--- config.mk ---
export PLATFORM = sky130hd
export DESIGN_NAME = clock_face_led_strip_driver_flat
export DESIGN_NICKNAME = d
export VERILOG_FILES = /design/src/hw/rtl/cfled_pkg.sv /design/src/hw/rtl/cfled_if.sv /design/src/hw/rtl/cfled_store.sv /design/src/hw/rtl/clock_face_led_strip_driver.sv /design/src/flat_wrapper.sv
export VERILOG_INCLUDE_DIRS = /design/src /design/src/hw/rtl
export SDC_FILE = /design/constraint.sdc
export NUM_CORES = 1
export LEC_CHECK = 0
export ABC_AREA = 0
export BUFFER_PORTS_ARGS = -buffer_cell sky130_fd_sc_hd__buf_2
export CORE_ASPECT_RATIO = 0.9
export CORE_UTILIZATION = 39
export DETAILED_ROUTE_END_ITERATION = 8
export GPL_ROUTABILITY_DRIVEN = 0
export HOLD_SLACK_MARGIN = 0.02
export PLACE_DENSITY = 0.54
export SYNTH_ARGS = -nofsm -noshare
export SYNTH_HDL_FRONTEND = slang
export SYNTH_HIERARCHICAL = 1
export SYNTH_SLANG_ARGS = --single-unit
export TNS_END_PERCENT = 1
--- constraint.sdc ---
create_clock -name clk_i -period 6.5 [get_ports clk_i]
set_input_delay 0.65 -clock clk_i [delete_from_list [all_inputs] [get_ports clk_i]]
set_output_delay 0.65 -clock clk_i [all_outputs]
set_load 0.03 [all_outputs]
--- src/hw/rtl/assert_macros.svh ---
// Assertion macros used by the top level RTL file of the clock face LED driver.
`ifndef ASSERT_MACROS_SVH
`define ASSERT_MACROS_SVH
`ifndef ASSERT_OFF
// Checks that prop holds at every clock edge outside reset.
`define ASSERT_PROP(label, clk, rst_n, prop, msg) \
  label: assert property (@(posedge clk) disable iff (!rst_n) prop) else $error(msg);
// Checks that cond is never true at a clock edge outside reset.
`define ASSERT_NEVER(label, clk, rst_n, cond, msg) \
  label: assert property (@(posedge clk) disable iff (!rst_n) !(cond)) else $error(msg);
`else
`define ASSERT_PROP(label, clk, rst_n, prop, msg)
`define ASSERT_NEVER(label, clk, rst_n, cond, msg)
`endif
`endif

--- src/hw/rtl/cfled_pkg.sv ---
// Shared types, codes and helper functions of the clock face LED driver.
`default_nettype none

package cfled_pkg;

  // Widest frame store address, enough for the largest ring.
  localparam int ADDR_W     = 8;
  localparam int CFG_IDX_W  = 3;
  localparam int CFG_DATA_W = 16;
  localparam int TICK_W     = 8;
  localparam int LATCH_W    = 16;
  localparam int BIT_W      = 5;
  localparam logic [BIT_W-1:0] LAST_BIT = 5'd23;

  // Every stored byte is either all zero or all one, so one flag per color
  // byte stands for the whole 24-bit green-red-blue word.
  typedef logic [2:0] word_t;
  localparam word_t WORD_G     = 3'b100;
  localparam word_t WORD_R     = 3'b010;
  localparam word_t WORD_B     = 3'b001;
  localparam word_t WORD_WHITE = 3'b111;

  typedef enum logic [2:0] {
    OP_TICK  = 3'd0,
    OP_CLEAR = 3'd1,
    OP_PAINT = 3'd2,
    OP_MARK  = 3'd3,
    OP_START = 3'd4
  } op_e;

  typedef enum logic [2:0] {
    COLOR_BLACK = 3'd0,
    COLOR_RED   = 3'd1,
    COLOR_GREEN = 3'd2,
    COLOR_BLUE  = 3'd3,
    COLOR_WHITE = 3'd4
  } color_e;

  typedef enum logic [CFG_IDX_W-1:0] {
    CFG_ZERO_HIGH = 3'd0,
    CFG_ZERO_LOW  = 3'd1,
    CFG_ONE_HIGH  = 3'd2,
    CFG_ONE_LOW   = 3'd3,
    CFG_LATCH     = 3'd4
  } cfg_idx_e;

  // Request to the frame store for one clock cycle.
  typedef struct packed {
    logic              clear;
    logic              paint;
    word_t             mask;
    logic [ADDR_W-1:0] addr;
  } st_req_t;

  typedef struct packed {
    logic pin_level;
    logic busy_res;
    logic frame_done;
  } res_t;

  function automatic word_t color_mask(input logic [2:0] code);
    word_t m;
    case (code)
      COLOR_BLACK: m = '0;
      COLOR_RED:   m = WORD_R;
      COLOR_GREEN: m = WORD_G;
      COLOR_BLUE:  m = WORD_B;
      COLOR_WHITE: m = WORD_WHITE;
      default:     m = '0;
    endcase
    return m;
  endfunction

  // Hour modulo twelve by two conditional subtractions.
  function automatic logic [3:0] hour_pos(input logic [4:0] hour);
    logic [4:0] h;
    h = hour;
    if (h >= 5'd12) h = h - 5'd12;
    if (h >= 5'd12) h = h - 5'd12;
    return h[3:0];
  endfunction

  // (value / 5) mod 12 for values below 64: 13/64 is close enough to 1/5.
  function automatic logic [3:0] fifth_pos(input logic [5:0] value);
    logic [9:0] prod;
    prod = 10'(value) * 10'd13;
    if (prod[9:6] == 4'd12) return 4'd0;
    return prod[9:6];
  endfunction

endpackage

`default_nettype wire

--- src/hw/rtl/cfled_if.sv ---
// Command and result channel interfaces of the clock face LED driver.
`default_nettype none

interface cfled_cmd_if;
  logic       valid;
  logic       ready;
  logic [2:0] opcode;
  logic [3:0] led_index;
  logic [2:0] color_code;
  logic [4:0] hour;
  logic [5:0] minute;
  logic [5:0] second;

  modport source (
    output valid, opcode, led_index, color_code, hour, minute, second,
    input  ready
  );
  modport sink (
    input  valid, opcode, led_index, color_code, hour, minute, second,
    output ready
  );
endinterface

interface cfled_res_if;
  logic valid;
  logic ready;
  logic pin_level;
  logic busy_res;
  logic frame_done;

  modport source (output valid, pin_level, busy_res, frame_done, input ready);
  modport sink (input valid, pin_level, busy_res, frame_done, output ready);
endinterface

`default_nettype wire

--- src/hw/rtl/cfled_store.sv ---
// Frame store: synchronous memory with read-modify-write, forwarding and row flags.
`default_nettype none

module cfled_store #(
  parameter int NUM_LEDS = 12
) (
  input  logic               clk_i,
  input  logic               rst_ni,
  input  cfled_pkg::st_req_t req_i,
  output cfled_pkg::word_t   word_o
);
  import cfled_pkg::*;

  localparam int AW = (NUM_LEDS > 1) ? $clog2(NUM_LEDS) : 1;
  localparam logic [ADDR_W:0] DEPTH = (ADDR_W + 1)'(NUM_LEDS);

  word_t               mem_q [NUM_LEDS];
  word_t               rd_q;
  word_t               fwd_word_q;
  word_t               wr_mask_q;
  word_t               wr_data;
  logic [AW-1:0]       rd_idx;
  logic [AW-1:0]       wr_addr_q;
  logic                rd_ok;
  logic                wr_pend_q;
  logic                fwd_q;
  logic                vld_q;
  logic [NUM_LEDS-1:0] valid_q;

  assign rd_idx = req_i.addr[AW-1:0];
  assign rd_ok  = {1'b0, req_i.addr} < DEPTH;

  // A row that was never written since the last clear reads as black.
  assign word_o  = fwd_q ? fwd_word_q : (vld_q ? rd_q : '0);
  assign wr_data = word_o | wr_mask_q;

  always_ff @(posedge clk_i) begin
    if (wr_pend_q) begin
      mem_q[wr_addr_q] <= wr_data;
    end
    rd_q <= mem_q[rd_idx];
  end

  always_ff @(posedge clk_i) begin
    fwd_word_q <= wr_data;
    if (req_i.paint) begin
      wr_addr_q <= rd_idx;
      wr_mask_q <= req_i.mask;
    end
  end

  always_ff @(posedge clk_i or negedge rst_ni) begin
    if (!rst_ni) begin
      wr_pend_q <= 1'b0;
      fwd_q     <= 1'b0;
      vld_q     <= 1'b0;
      valid_q   <= '0;
    end else begin
      wr_pend_q <= req_i.paint;
      // The write landing at this edge is not yet visible to the read.
      fwd_q     <= wr_pend_q && !req_i.clear && (wr_addr_q == rd_idx);
      vld_q     <= rd_ok && valid_q[rd_idx];
      if (req_i.clear) begin
        valid_q <= '0;
      end else if (wr_pend_q) begin
        valid_q[wr_addr_q] <= 1'b1;
      end
    end
  end

endmodule

`default_nettype wire

--- src/hw/rtl/clock_face_led_strip_driver.sv ---
// Top level of the clock face LED driver: command decode, serial waveform, result queue.
// Results: the result of each transaction is registered in a two-slot queue and offered on the result channel.
// Throughput: one transaction per cycle while the result queue has a free slot; a mark time command holds
// the command channel for its blue and green writes, as its three positions share the single frame store write port.
// Reset: control and configuration registers return to their defaults and the frame store
// reads as all black at once through one valid flag per LED; there is no clearing pass.
`default_nettype none
`include "assert_macros.svh"

module clock_face_led_strip_driver #(
  parameter int NUM_LEDS = 12
) (
  input  logic                                clk_i,
  input  logic                                rst_ni,
  cfled_cmd_if.sink                           cmd_i,
  cfled_res_if.source                         res_o,
  input  logic                                cfg_we_i,
  input  logic [cfled_pkg::CFG_IDX_W-1:0]     cfg_idx_i,
  input  logic [cfled_pkg::CFG_DATA_W-1:0]    cfg_wdata_i
);
  import cfled_pkg::*;

  localparam int AW = (NUM_LEDS > 1) ? $clog2(NUM_LEDS) : 1;
  localparam logic [ADDR_W:0] DEPTH    = (ADDR_W + 1)'(NUM_LEDS);
  localparam logic [AW-1:0]   LAST_LED = AW'(NUM_LEDS - 1);
  localparam logic [1:0]      CNT_FULL = 2'd2;

  // Waveform phase of the bit being sent, or the latch interval at frame end.
  typedef enum logic [1:0] {
    PH_HIGH  = 2'd0,
    PH_LOW   = 2'd1,
    PH_LATCH = 2'd2
  } phase_e;

  // Remaining frame store writes of a mark time command.
  typedef enum logic [1:0] {
    MT_IDLE  = 2'd0,
    MT_BLUE  = 2'd1,
    MT_GREEN = 2'd2
  } mt_e;

  // Timing registers, written through the configuration port.
  logic [TICK_W-1:0]  zero_high_q;
  logic [TICK_W-1:0]  zero_low_q;
  logic [TICK_W-1:0]  one_high_q;
  logic [TICK_W-1:0]  one_low_q;
  logic [LATCH_W-1:0] latch_q;

  // Sender state.
  logic               sending_q, sending_d;
  phase_e             phase_q, phase_d;
  logic [BIT_W-1:0]   bit_q, bit_d;
  logic [AW-1:0]      led_q, led_d;
  logic [AW-1:0]      led_nx;
  logic [LATCH_W-1:0] tick_q, tick_d;
  logic [LATCH_W-1:0] tick_n;
  logic               use_rd_q, use_rd_d;
  word_t              cur_word_q;
  word_t              word;
  logic               cur_bit;
  logic [TICK_W-1:0]  len_hi;
  logic [TICK_W-1:0]  len_lo;

  // Mark time sequencing.
  mt_e                mt_q, mt_d;
  logic [3:0]         mt_blue_q, mt_green_q;
  logic               mt_blue_ok_q, mt_green_ok_q;
  logic [3:0]         red_pos, blue_pos, green_pos;
  logic               red_ok, blue_ok, green_ok, paint_ok;
  word_t              paint_mask;

  // Frame store and result queue.
  st_req_t            st_req;
  word_t              st_word;
  res_t               res_new;
  res_t               slot0_q, slot1_q;
  logic [1:0]         cnt_q, cnt_d;
  logic               acc, push, pop;

  cfled_store #(
    .NUM_LEDS (NUM_LEDS)
  ) u_store (
    .clk_i  (clk_i),
    .rst_ni (rst_ni),
    .req_i  (st_req),
    .word_o (st_word)
  );

  // The command channel is taken while the queue has a free slot and no mark time writes
  // remain, so a new transaction is accepted even while an earlier result waits downstream.
  assign cmd_i.ready = (cnt_q != CNT_FULL) && (mt_q == MT_IDLE);
  assign acc  = cmd_i.valid && cmd_i.ready;
  assign push = acc;
  assign pop  = res_o.valid && res_o.ready;

  assign res_o.valid      = (cnt_q != 2'd0);
  assign res_o.pin_level  = slot0_q.pin_level;
  assign res_o.busy_res   = slot0_q.busy_res;
  assign res_o.frame_done = slot0_q.frame_done;

  // Clock face positions and range checks for the paint commands.
  assign red_pos    = hour_pos(cmd_i.hour);
  assign blue_pos   = fifth_pos(cmd_i.minute);
  assign green_pos  = fifth_pos(cmd_i.second);
  assign red_ok     = {5'd0, red_pos} < DEPTH;
  assign blue_ok    = {5'd0, blue_pos} < DEPTH;
  assign green_ok   = {5'd0, green_pos} < DEPTH;
  assign paint_mask = color_mask(cmd_i.color_code);
  assign paint_ok   = ({5'd0, cmd_i.led_index} < DEPTH) && (paint_mask != '0);

  // The word of a new LED arrives from the store in the cycle after its read;
  // from then on the sender works from its own copy.
  assign word = use_rd_q ? st_word : cur_word_q;

  // Bits go out most significant first: green byte, then red, then blue.
  always_comb begin
    if (bit_q inside {[5'd0:5'd7]}) begin
      cur_bit = word[2];
    end else if (bit_q inside {[5'd8:5'd15]}) begin
      cur_bit = word[1];
    end else begin
      cur_bit = word[0];
    end
  end

  assign len_hi = cur_bit ? one_high_q : zero_high_q;
  assign len_lo = cur_bit ? one_low_q : zero_low_q;
  assign tick_n = tick_q + 16'd1;
  assign led_nx = led_q + AW'(1);

  always_comb begin
    sending_d = sending_q;
    phase_d   = phase_q;
    bit_d     = bit_q;
    led_d     = led_q;
    tick_d    = tick_q;
    use_rd_d  = 1'b0;
    mt_d      = mt_q;
    res_new   = '0;
    st_req    = '0;

    // The second and third writes of a mark time command.
    case (mt_q)
      MT_BLUE: begin
        st_req.addr  = ADDR_W'(mt_blue_q);
        st_req.paint = mt_blue_ok_q;
        st_req.mask  = WORD_B;
        mt_d         = MT_GREEN;
      end
      MT_GREEN: begin
        st_req.addr  = ADDR_W'(mt_green_q);
        st_req.paint = mt_green_ok_q;
        st_req.mask  = WORD_G;
        mt_d         = MT_IDLE;
      end
      default: ;
    endcase

    if (acc) begin
      if (sending_q) begin
        res_new.busy_res = 1'b1;
        if (cmd_i.opcode == OP_TICK) begin
          case (phase_q)
            PH_HIGH: begin
              res_new.pin_level = 1'b1;
              if (tick_n >= {8'd0, len_hi}) begin
                tick_d  = '0;
                phase_d = PH_LOW;
              end else begin
                tick_d = tick_n;
              end
            end
            PH_LOW: begin
              if (tick_n >= {8'd0, len_lo}) begin
                tick_d  = '0;
                phase_d = PH_HIGH;
                if (bit_q == LAST_BIT) begin
                  bit_d = '0;
                  if (led_q == LAST_LED) begin
                    phase_d = PH_LATCH;
                    led_d   = '0;
                  end else begin
                    // Fetch the next LED word; it is needed on the next tick.
                    led_d       = led_nx;
                    st_req.addr = ADDR_W'(led_nx);
                    use_rd_d    = 1'b1;
                  end
                end else begin
                  bit_d = bit_q + 5'd1;
                end
              end else begin
                tick_d = tick_n;
              end
            end
            default: begin
              // A zero latch length, or a count that wraps, also ends it.
              if (tick_n >= latch_q || tick_n == '0) begin
                res_new.frame_done = 1'b1;
                sending_d          = 1'b0;
                phase_d            = PH_HIGH;
                bit_d              = '0;
                led_d              = '0;
                tick_d             = '0;
              end else begin
                tick_d = tick_n;
              end
            end
          endcase
        end else begin
          // Commands are ignored during a frame; report the held level.
          res_new.pin_level = (phase_q == PH_HIGH);
        end
      end else begin
        case (cmd_i.opcode)
          OP_CLEAR: begin
            st_req.clear = 1'b1;
          end
          OP_PAINT: begin
            st_req.addr  = {4'd0, cmd_i.led_index};
            st_req.paint = paint_ok;
            st_req.mask  = paint_mask;
          end
          OP_MARK: begin
            st_req.addr  = {4'd0, red_pos};
            st_req.paint = red_ok;
            st_req.mask  = WORD_R;
            mt_d         = MT_BLUE;
          end
          OP_START: begin
            sending_d        = 1'b1;
            phase_d          = PH_HIGH;
            bit_d            = '0;
            led_d            = '0;
            tick_d           = '0;
            st_req.addr      = '0;
            use_rd_d         = 1'b1;
            res_new.busy_res = 1'b1;
          end
          default: ;
        endcase
      end
    end
  end

  always_comb begin
    cnt_d = cnt_q;
    if (push && !pop) begin
      cnt_d = cnt_q + 2'd1;
    end else if (pop && !push) begin
      cnt_d = cnt_q - 2'd1;
    end
  end

  // Control state of the sender, the mark time sequence and the queue.
  always_ff @(posedge clk_i or negedge rst_ni) begin
    if (!rst_ni) begin
      sending_q <= 1'b0;
      phase_q   <= PH_HIGH;
      bit_q     <= '0;
      led_q     <= '0;
      tick_q    <= '0;
      use_rd_q  <= 1'b0;
      mt_q      <= MT_IDLE;
      cnt_q     <= '0;
    end else begin
      sending_q <= sending_d;
      phase_q   <= phase_d;
      bit_q     <= bit_d;
      led_q     <= led_d;
      tick_q    <= tick_d;
      use_rd_q  <= use_rd_d;
      mt_q      <= mt_d;
      cnt_q     <= cnt_d;
    end
  end

  always_ff @(posedge clk_i or negedge rst_ni) begin
    if (!rst_ni) begin
      zero_high_q <= 8'd8;
      zero_low_q  <= 8'd16;
      one_high_q  <= 8'd16;
      one_low_q   <= 8'd8;
      latch_q     <= 16'd2000;
    end else if (cfg_we_i) begin
      case (cfg_idx_i)
        CFG_ZERO_HIGH: zero_high_q <= cfg_wdata_i[TICK_W-1:0];
        CFG_ZERO_LOW:  zero_low_q  <= cfg_wdata_i[TICK_W-1:0];
        CFG_ONE_HIGH:  one_high_q  <= cfg_wdata_i[TICK_W-1:0];
        CFG_ONE_LOW:   one_low_q   <= cfg_wdata_i[TICK_W-1:0];
        CFG_LATCH:     latch_q     <= cfg_wdata_i[LATCH_W-1:0];
        default: ;
      endcase
    end
  end

  // Payload registers: LED word copy, pending mark positions, queue slots.
  always_ff @(posedge clk_i) begin
    if (use_rd_q) begin
      cur_word_q <= st_word;
    end
    if (acc && !sending_q && cmd_i.opcode == OP_MARK) begin
      mt_blue_q     <= blue_pos;
      mt_green_q    <= green_pos;
      mt_blue_ok_q  <= blue_ok;
      mt_green_ok_q <= green_ok;
    end
    if (pop) begin
      slot0_q <= (cnt_q == CNT_FULL) ? slot1_q : res_new;
      if (push && cnt_q == CNT_FULL) begin
        slot1_q <= res_new;
      end
    end else if (push) begin
      if (cnt_q == 2'd0) begin
        slot0_q <= res_new;
      end else begin
        slot1_q <= res_new;
      end
    end
  end

  // A mark time command must hold off the next transaction.
  `ASSERT_PROP(a_mark_stalls, clk_i, rst_ni, (acc && !sending_q && cmd_i.opcode == OP_MARK) |=> !cmd_i.ready, "mark time did not stall the command channel")
  // The frame store is never changed while a frame goes out.
  `ASSERT_NEVER(a_no_write_sending, clk_i, rst_ni, sending_q && (st_req.paint || st_req.clear), "frame store written during a frame")
  // Bit phase counts stay within the eight-bit tick lengths.
  `ASSERT_NEVER(a_tick_range, clk_i, rst_ni, sending_q && phase_q != PH_LATCH && tick_q[15:8] != 8'd0, "bit phase tick count out of range")
  // A completed frame leaves the sender idle.
  `ASSERT_PROP(a_done_idle, clk_i, rst_ni, (push && res_new.frame_done) |=> !sending_q, "sender still busy after frame done")

endmodule

`default_nettype wire
--- src/flat_wrapper.sv ---
// flat-port wrapper written by rule: the top's interface ports become plain ports
module clock_face_led_strip_driver_flat import cfled_pkg::*;
#(
  parameter int NUM_LEDS = 12
)
  (clk_i, rst_ni, cfg_we_i, cfg_idx_i, cfg_wdata_i, cmd_i_valid, cmd_i_opcode, cmd_i_led_index, cmd_i_color_code, cmd_i_hour, cmd_i_minute, cmd_i_second, cmd_i_ready, res_o_valid, res_o_pin_level, res_o_busy_res, res_o_frame_done, res_o_ready);
  cfled_cmd_if cmd_i_i ();
  cfled_res_if res_o_i ();
  input  logic clk_i;
  input  logic rst_ni;
  input  logic cfg_we_i;
  input  logic [cfled_pkg::CFG_IDX_W-1:0] cfg_idx_i;
  input  logic [cfled_pkg::CFG_DATA_W-1:0] cfg_wdata_i;
  input wire logic [$bits(cmd_i_i.valid)-1:0] cmd_i_valid;
  input wire logic [$bits(cmd_i_i.opcode)-1:0] cmd_i_opcode;
  input wire logic [$bits(cmd_i_i.led_index)-1:0] cmd_i_led_index;
  input wire logic [$bits(cmd_i_i.color_code)-1:0] cmd_i_color_code;
  input wire logic [$bits(cmd_i_i.hour)-1:0] cmd_i_hour;
  input wire logic [$bits(cmd_i_i.minute)-1:0] cmd_i_minute;
  input wire logic [$bits(cmd_i_i.second)-1:0] cmd_i_second;
  output wire logic [$bits(cmd_i_i.ready)-1:0] cmd_i_ready;
  output wire logic [$bits(res_o_i.valid)-1:0] res_o_valid;
  output wire logic [$bits(res_o_i.pin_level)-1:0] res_o_pin_level;
  output wire logic [$bits(res_o_i.busy_res)-1:0] res_o_busy_res;
  output wire logic [$bits(res_o_i.frame_done)-1:0] res_o_frame_done;
  input wire logic [$bits(res_o_i.ready)-1:0] res_o_ready;
  assign cmd_i_i.valid = cmd_i_valid;
  assign cmd_i_i.opcode = cmd_i_opcode;
  assign cmd_i_i.led_index = cmd_i_led_index;
  assign cmd_i_i.color_code = cmd_i_color_code;
  assign cmd_i_i.hour = cmd_i_hour;
  assign cmd_i_i.minute = cmd_i_minute;
  assign cmd_i_i.second = cmd_i_second;
  assign cmd_i_ready = cmd_i_i.ready;
  assign res_o_valid = res_o_i.valid;
  assign res_o_pin_level = res_o_i.pin_level;
  assign res_o_busy_res = res_o_i.busy_res;
  assign res_o_frame_done = res_o_i.frame_done;
  assign res_o_i.ready = res_o_ready;
  clock_face_led_strip_driver #(.NUM_LEDS(NUM_LEDS)) u_core (.clk_i(clk_i), .rst_ni(rst_ni), .cmd_i(cmd_i_i), .res_o(res_o_i), .cfg_we_i(cfg_we_i), .cfg_idx_i(cfg_idx_i), .cfg_wdata_i(cfg_wdata_i));
endmodule
After elaboration in Yosys (flattened, before gate mapping)
Memories as Yosys holds them, arrays and structs flattened. A register that Yosys moved wholly into a read port is not among the register bits.
Index checks and enable logic that the tools add are counted.
{ "op_classes": {"add_sub_neg": 7, "mul": 2, "magnitude_cmp": 17, "n_eq_ne": 31, "mux": 102, "bitwise_logic": 2, "reduce_logical": 45} }
{ "op_table": {"columns": ["op", "count"], "rows": [
  ["2-to-1 mux 16 bit", 6],
  ["2-to-1 mux 8 bit", 8],
  ["2-to-1 mux 4 bit", 12],
  ["2-to-1 mux 5 bit", 8],
  ["2-to-1 mux 3 bit", 12],
  [">= comparator 16 x 8 -> 1 bit", 2],
  ["one-hot mux 16 bit (2 select lines)", 1],
  ["2-to-1 mux 1 bit", 29],
  ["2-to-1 mux 2 bit", 13],
  ["2-to-1 mux 12 bit", 2],
  ["one-hot mux 12 bit (2 select lines)", 1],
  ["one-hot mux 8 bit (3 select lines)", 1],
  ["multiplier 6 x 4 -> 10 bit (second input constant)", 2],
  ["== test 3 x 2 -> 1 bit (second input constant)", 6],
  ["adder 16 x 1 -> 16 bit (second input constant)", 1],
  [">= comparator 16 bit", 1],
  ["logical NOT 16 bit", 1],
  ["less-than comparator 4 bit (second input constant)", 4],
  ["one-hot mux 4 bit (2 select lines)", 2],
  [">= comparator 5 x 4 -> 1 bit (second input constant)", 3],
  ["logical AND 1 bit", 15],
  ["2-to-1 mux 13 bit", 1],
  ["== test 4 bit (second input constant)", 3],
  ["!= test 3 bit (second input constant)", 4],
  ["other kinds (39)", 68]
]} }
{ "totals": {"register_bits": 125, "ram_bits": 36, "out_inout_bits": 5, "wordCells": 238, "mem_count": 1} }
{ "mem_list": {"columns": ["name", "words", "width", "rd", "rd_ports_with_merged_regs", "write_ports", "line_no", "source"], "rows": [
  ["u_core.u_store.mem_q", 12, 3, 1, 1, 1, "cfled_store.sv:17", "word_t mem_q [NUM_LEDS];"]
]} }

Logic depth before layout (Yosys ltp)
{ "depth": {"word_depth": 15, "ltp_mapped": 22, "ltp_nobuf": 18} }

Cells and area by module
Netlist, hierarchy kept.
{ "by_module_without_submodules": {"columns": ["mod", "instances", "cells_per_inst", "area_per_inst_um2", "seq_area_each_um2"], "rows": [
  ["clock_face_led_strip_driver", 1, 696, 7045.5, 2580.0],
  ["cfled_store", 1, 159, 2516.2, 1786.7]
]} }

Worst setup path before layout
No wires, ideal clock.
{ "synth_path": {"path_type": "reg-to-reg", "startpoint": "register u_core.u_store.vld_q", "endpoint": "register u_core.u_store.rd_q[1] (read register of u_core.u_store.mem_q)", "t_arrival_ns": 4.402, "slack_ns": 1.971, "stages_incl_launch_ff": 22, "n_path_buf": 4, "synth_period_minus_slack_ns": 4.529, "path_cell_list": "dfrtp_1 -> nor2b_1 -> a22o_1 -> mux2_2 -> nor2_1 -> o31a_1 -> clkbuf_1 -> clkbuf_1 -> mux2i_1 -> ha_1 -> nand2_1 -> nor3_1 -> a21oi_1 -> o211ai_1 -> nand3_1 -> o32a_1 -> o22ai_1 -> buf_6 -> buf_12 -> mux4_2 -> mux2i_1 -> o21ai_1"} }
{ "synth_lines": {"columns": ["element", "line_no", "source"], "rows": [
  ["start, declared", "cfled_store.sv:27", "logic vld_q;"],
  ["start signal, assigned", "cfled_store.sv:62", "vld_q <= rd_ok && valid_q[rd_idx];"],
  ["end, declared", "cfled_store.sv:18", "word_t rd_q;"]
]} }

==> metrics.csv <==
metric,value,unit
drt-total-wl,20.8,mm
rrSetupSlack,1.23,ns
cts_root_buf,clkbuf_16,
arrival,5.55,ns
grtUsageTotal,17.2,%
cts_resized,0,
ios,56,
initial_utilization,40.4,%
worst_ep_required_time,6.78,ns
grt_overflow,0,
timing.rr.end,u_core/u_store/rd_q[1]$_DFF_P_,
wl_per_cell,17.0,um
synth_flop_cell,dfrtp_1,
switching_share,33.3,%
pwr-share-clk,32.0,%
tritoncts,done,
grt_pass1_vias,6416,
critPathSlowestCell,o22ai_2,
clkSinkCount,164,
max_slew_margin,22.3,%
diodes,0,
hold_viol_final,0,
via_per_inst,5.38,
cts_buffers,17,
sequentialPowerShare,42.4,%
cpPeakStageDelay,0.58,ns
utilization,45.0,%
p_comb_share,25.6,%
drc,0,
regToRegStartpoint,u_core/u_store/vld_q$_DFF_PN0_,
crit_type,flop to flop,
fin_skew,0.0189,ns
maxSlewViolCount,0,
p_total,0.00311,W
status,"complete, no violations",
syn_inst,855,
synth_seq_cells,164,
dr_total_vias,6601,
drt_iter0_drc,444,
peakVddDrop,0.191,mV
hpwl,15.3,mm
nets,1037,
ant_nets,0,
synth_edf_count,59,
clkLatencyLatePin,0.43,ns
ys_seq_area_share,45.7,%
syn_area,0.00956,sq mm
final_common_cell,dfrtp_1,
fmax,0.190,GHz
ys_types,90,
path_max_fanout,9,
tns,0,ns
synthToLayoutAreaGrowth,11.5,%
reg2regPathDepth,19,
core_area,0.0237,sq mm
ys_warn_count,6,
critPathTopFamily,compound AO/OA/AOI/OAI gates,
setup_viol,0,
die_y,151,um
end_kind,flop,
clk_pin_slew,0.08,ns
rows,53,
p_switching,0.00104,W
grt_antenna_before_repair,0,
hold_path_class,primary input to asynchronous set/reset pin,
port_buffers,55,
crit_chain,"nor2b_1, a22o_1, mux2_2, nor2_1, o31a_1, buf_4, mux2i_1, ha_1, nand2_1, nor3_1, a21oi_1, o211ai_1, nand3_1, o32a_1, o22ai_2, buf_4, mux4_1, nand2_1, o21ai_1",
async_flop_share,58.5,%
drive_gt1_share,20.9,%
crit_buf_inv,2,
grt_setup_unrepaired,no,
cts_max_level,4,
final.min_clock_period,5.27,ns
die_area,0.0251,sq mm
cap_violations,0,
hold-worst-slack,0.255,ns
tightest_slew,1.16,ns
mostFrequentLayoutCells,"86 x dfrtp_1, 71 x ha_1, 69 x nor2_1",
cts-root-to-sink-buffers,2,
grt_max_degree,52,
first_pass_iters,5,
fp.dieW,167,um
critPathLaunchType,flop,
ctsHoldBuffers,0,
grt_pass1_wl,34.0,mm
syn_avg_cell_area,11.2,sq um
fin_crit_sh,81.1,%
cellPowerDensity,292,mW/mm^2
leakagePower,4.72,nW
cts_setup_buffers,0,
internal-power,0.00208,W
==> per-layer routing <==
layer	vias to the layer above	track usage (%)	wire, um
li1	3238	-	-
met1	3210	25.2	10700
met2	131	26.2	9070
met3	22	2.63	758
met4	0	5.00	278
met5	-	0	0
==> stage by stage <==
step                setup WS, ns  cells  area [sq um]
floorplan                   1.97    858          9570
global placement            1.36   1194         10100
detailed placement          1.25   1194         10100
CTS                         1.19   1226         10700
global route               0.859   1226         10700
finish                      1.23   1226         10700
==> power by group through the flow <==
| stage | logic (W) | registers (W) | clock network (W) |
|---|---|---|---|
| 2_1_floorplan | 0.000595 | 0.00132 | 0 |
| 3_3_place_gp | 0.000789 | 0.00134 | 0 |
| 3_5_place_dp | 0.000798 | 0.00134 | 0 |
| 4_1_cts | 0.000805 | 0.00132 | 0.00102 |
| 5_1_grt | 0.000896 | 0.00134 | 0.00106 |
| 6_report | 0.000799 | 0.00132 | 0.000996 |
==> flip-flops by register name, summed over array words and instances, names as in the netlist, 2 cells and up <==
register / count
u_core/u_store/valid_q: 12
u_core/tick_q: 16
u_core/bit_q: 5
u_core/one_high_q: 8
u_core/zero_high_q: 8
u_core/u_store/fwd_word_q: 3
u_core/u_store/wr_mask_q: 3
u_core/led_q: 4
u_core/mt_blue_q: 4
u_core/u_store/mem_q: 36
u_core/mt_q: 2
u_core/zero_low_q: 8
u_core/cur_word_q: 3
u_core/slot1_q: 3
u_core/mt_green_q: 4
u_core/one_low_q: 8
u_core/u_store/rd_q: 3
u_core/latch_q: 16
u_core/phase_q: 2
u_core/cnt_q: 2
u_core/u_store/wr_addr_q: 4
==> synth_stat cells (all sizes together), types with 3 or more instances <==
library cell | n | area, sq um
o211ai | 7 | 52.6
mux2i | 22 | 220
clkbuf | 18 | 88.8
nor2 | 69 | 259
xor2 | 11 | 96.3
nor3b | 6 | 50.1
ha | 71 | 888
a22o | 5 | 43.8
o21a | 4 | 30.0
nor3 | 21 | 120
dfrtp | 86 | 2150
edfxtp | 59 | 1770
and3 | 5 | 31.3
and4 | 4 | 38.8
inv | 53 | 199
nor2b | 10 | 62.6
a211o | 4 | 38.8
nand2b | 15 | 93.8
nand2 | 69 | 267
nand4 | 10 | 92.6
nand3b | 6 | 45.0
or2 | 8 | 50.1
a22oi | 4 | 30.0
a21o | 16 | 120
a21oi | 32 | 171
dfstp | 10 | 263
mux2 | 47 | 544
dfxtp | 9 | 180
or3 | 4 | 26.3
buf | 9 | 97.6
nand3 | 16 | 85.1
a211oi | 4 | 35.0
mux4 | 11 | 274
o21ai | 47 | 235
and2 | 5 | 31.3
a32o | 6 | 65.1
xnor2 | 16 | 140
o22ai | 4 | 31.3
fa | 4 | 80.1
nor4 | 5 | 46.3
a31oi | 6 | 37.5
a21boi | 5 | 37.5
o2bb2ai | 3 | 45.1
==> logic make-up after synthesis <==
group           share of synthesized area (%)
compound gates                           12.5
xor+xnor                                 2.47
fa+ha+maj                                10.1
buf+inv                                  4.41
flops                                    45.7
mux                                      10.9
other cells                            0.0392
simple gates                             13.9
==> cell type report <==
cell class              instances  area [sq um]
clock inverters                14           156
inverters                      54           203
flip-flops and latches        164          4370
well taps                     302           378
fillers                      2201         13000
clock buffers                  18           429
multi-input cells             612          4800
repair buffers                 62           330
==> how the worst max path moves through the flow <==
stage,from,to,cells after the start
6_report,u_core/u_store/vld_q$_DFF_PN0_,u_core/u_store/rd_q[1]$_DFF_P_,19
2_1_floorplan,u_core/u_store/vld_q$_DFF_PN0_,u_core/u_store/rd_q[1]$_DFF_P_,21
3_5_place_dp,u_core/u_store/vld_q$_DFF_PN0_,u_core/u_store/rd_q[2]$_DFF_P_,19
4_1_cts,u_core/u_store/vld_q$_DFF_PN0_,u_core/u_store/rd_q[1]$_DFF_P_,19
3_3_place_gp,u_core/u_store/vld_q$_DFF_PN0_,u_core/u_store/rd_q[1]$_DFF_P_,19
5_1_grt,u_core/u_store/vld_q$_DFF_PN0_,u_core/u_store/rd_q[1]$_DFF_P_,19
Note: power is estimated with default switching activity, not from simulation.
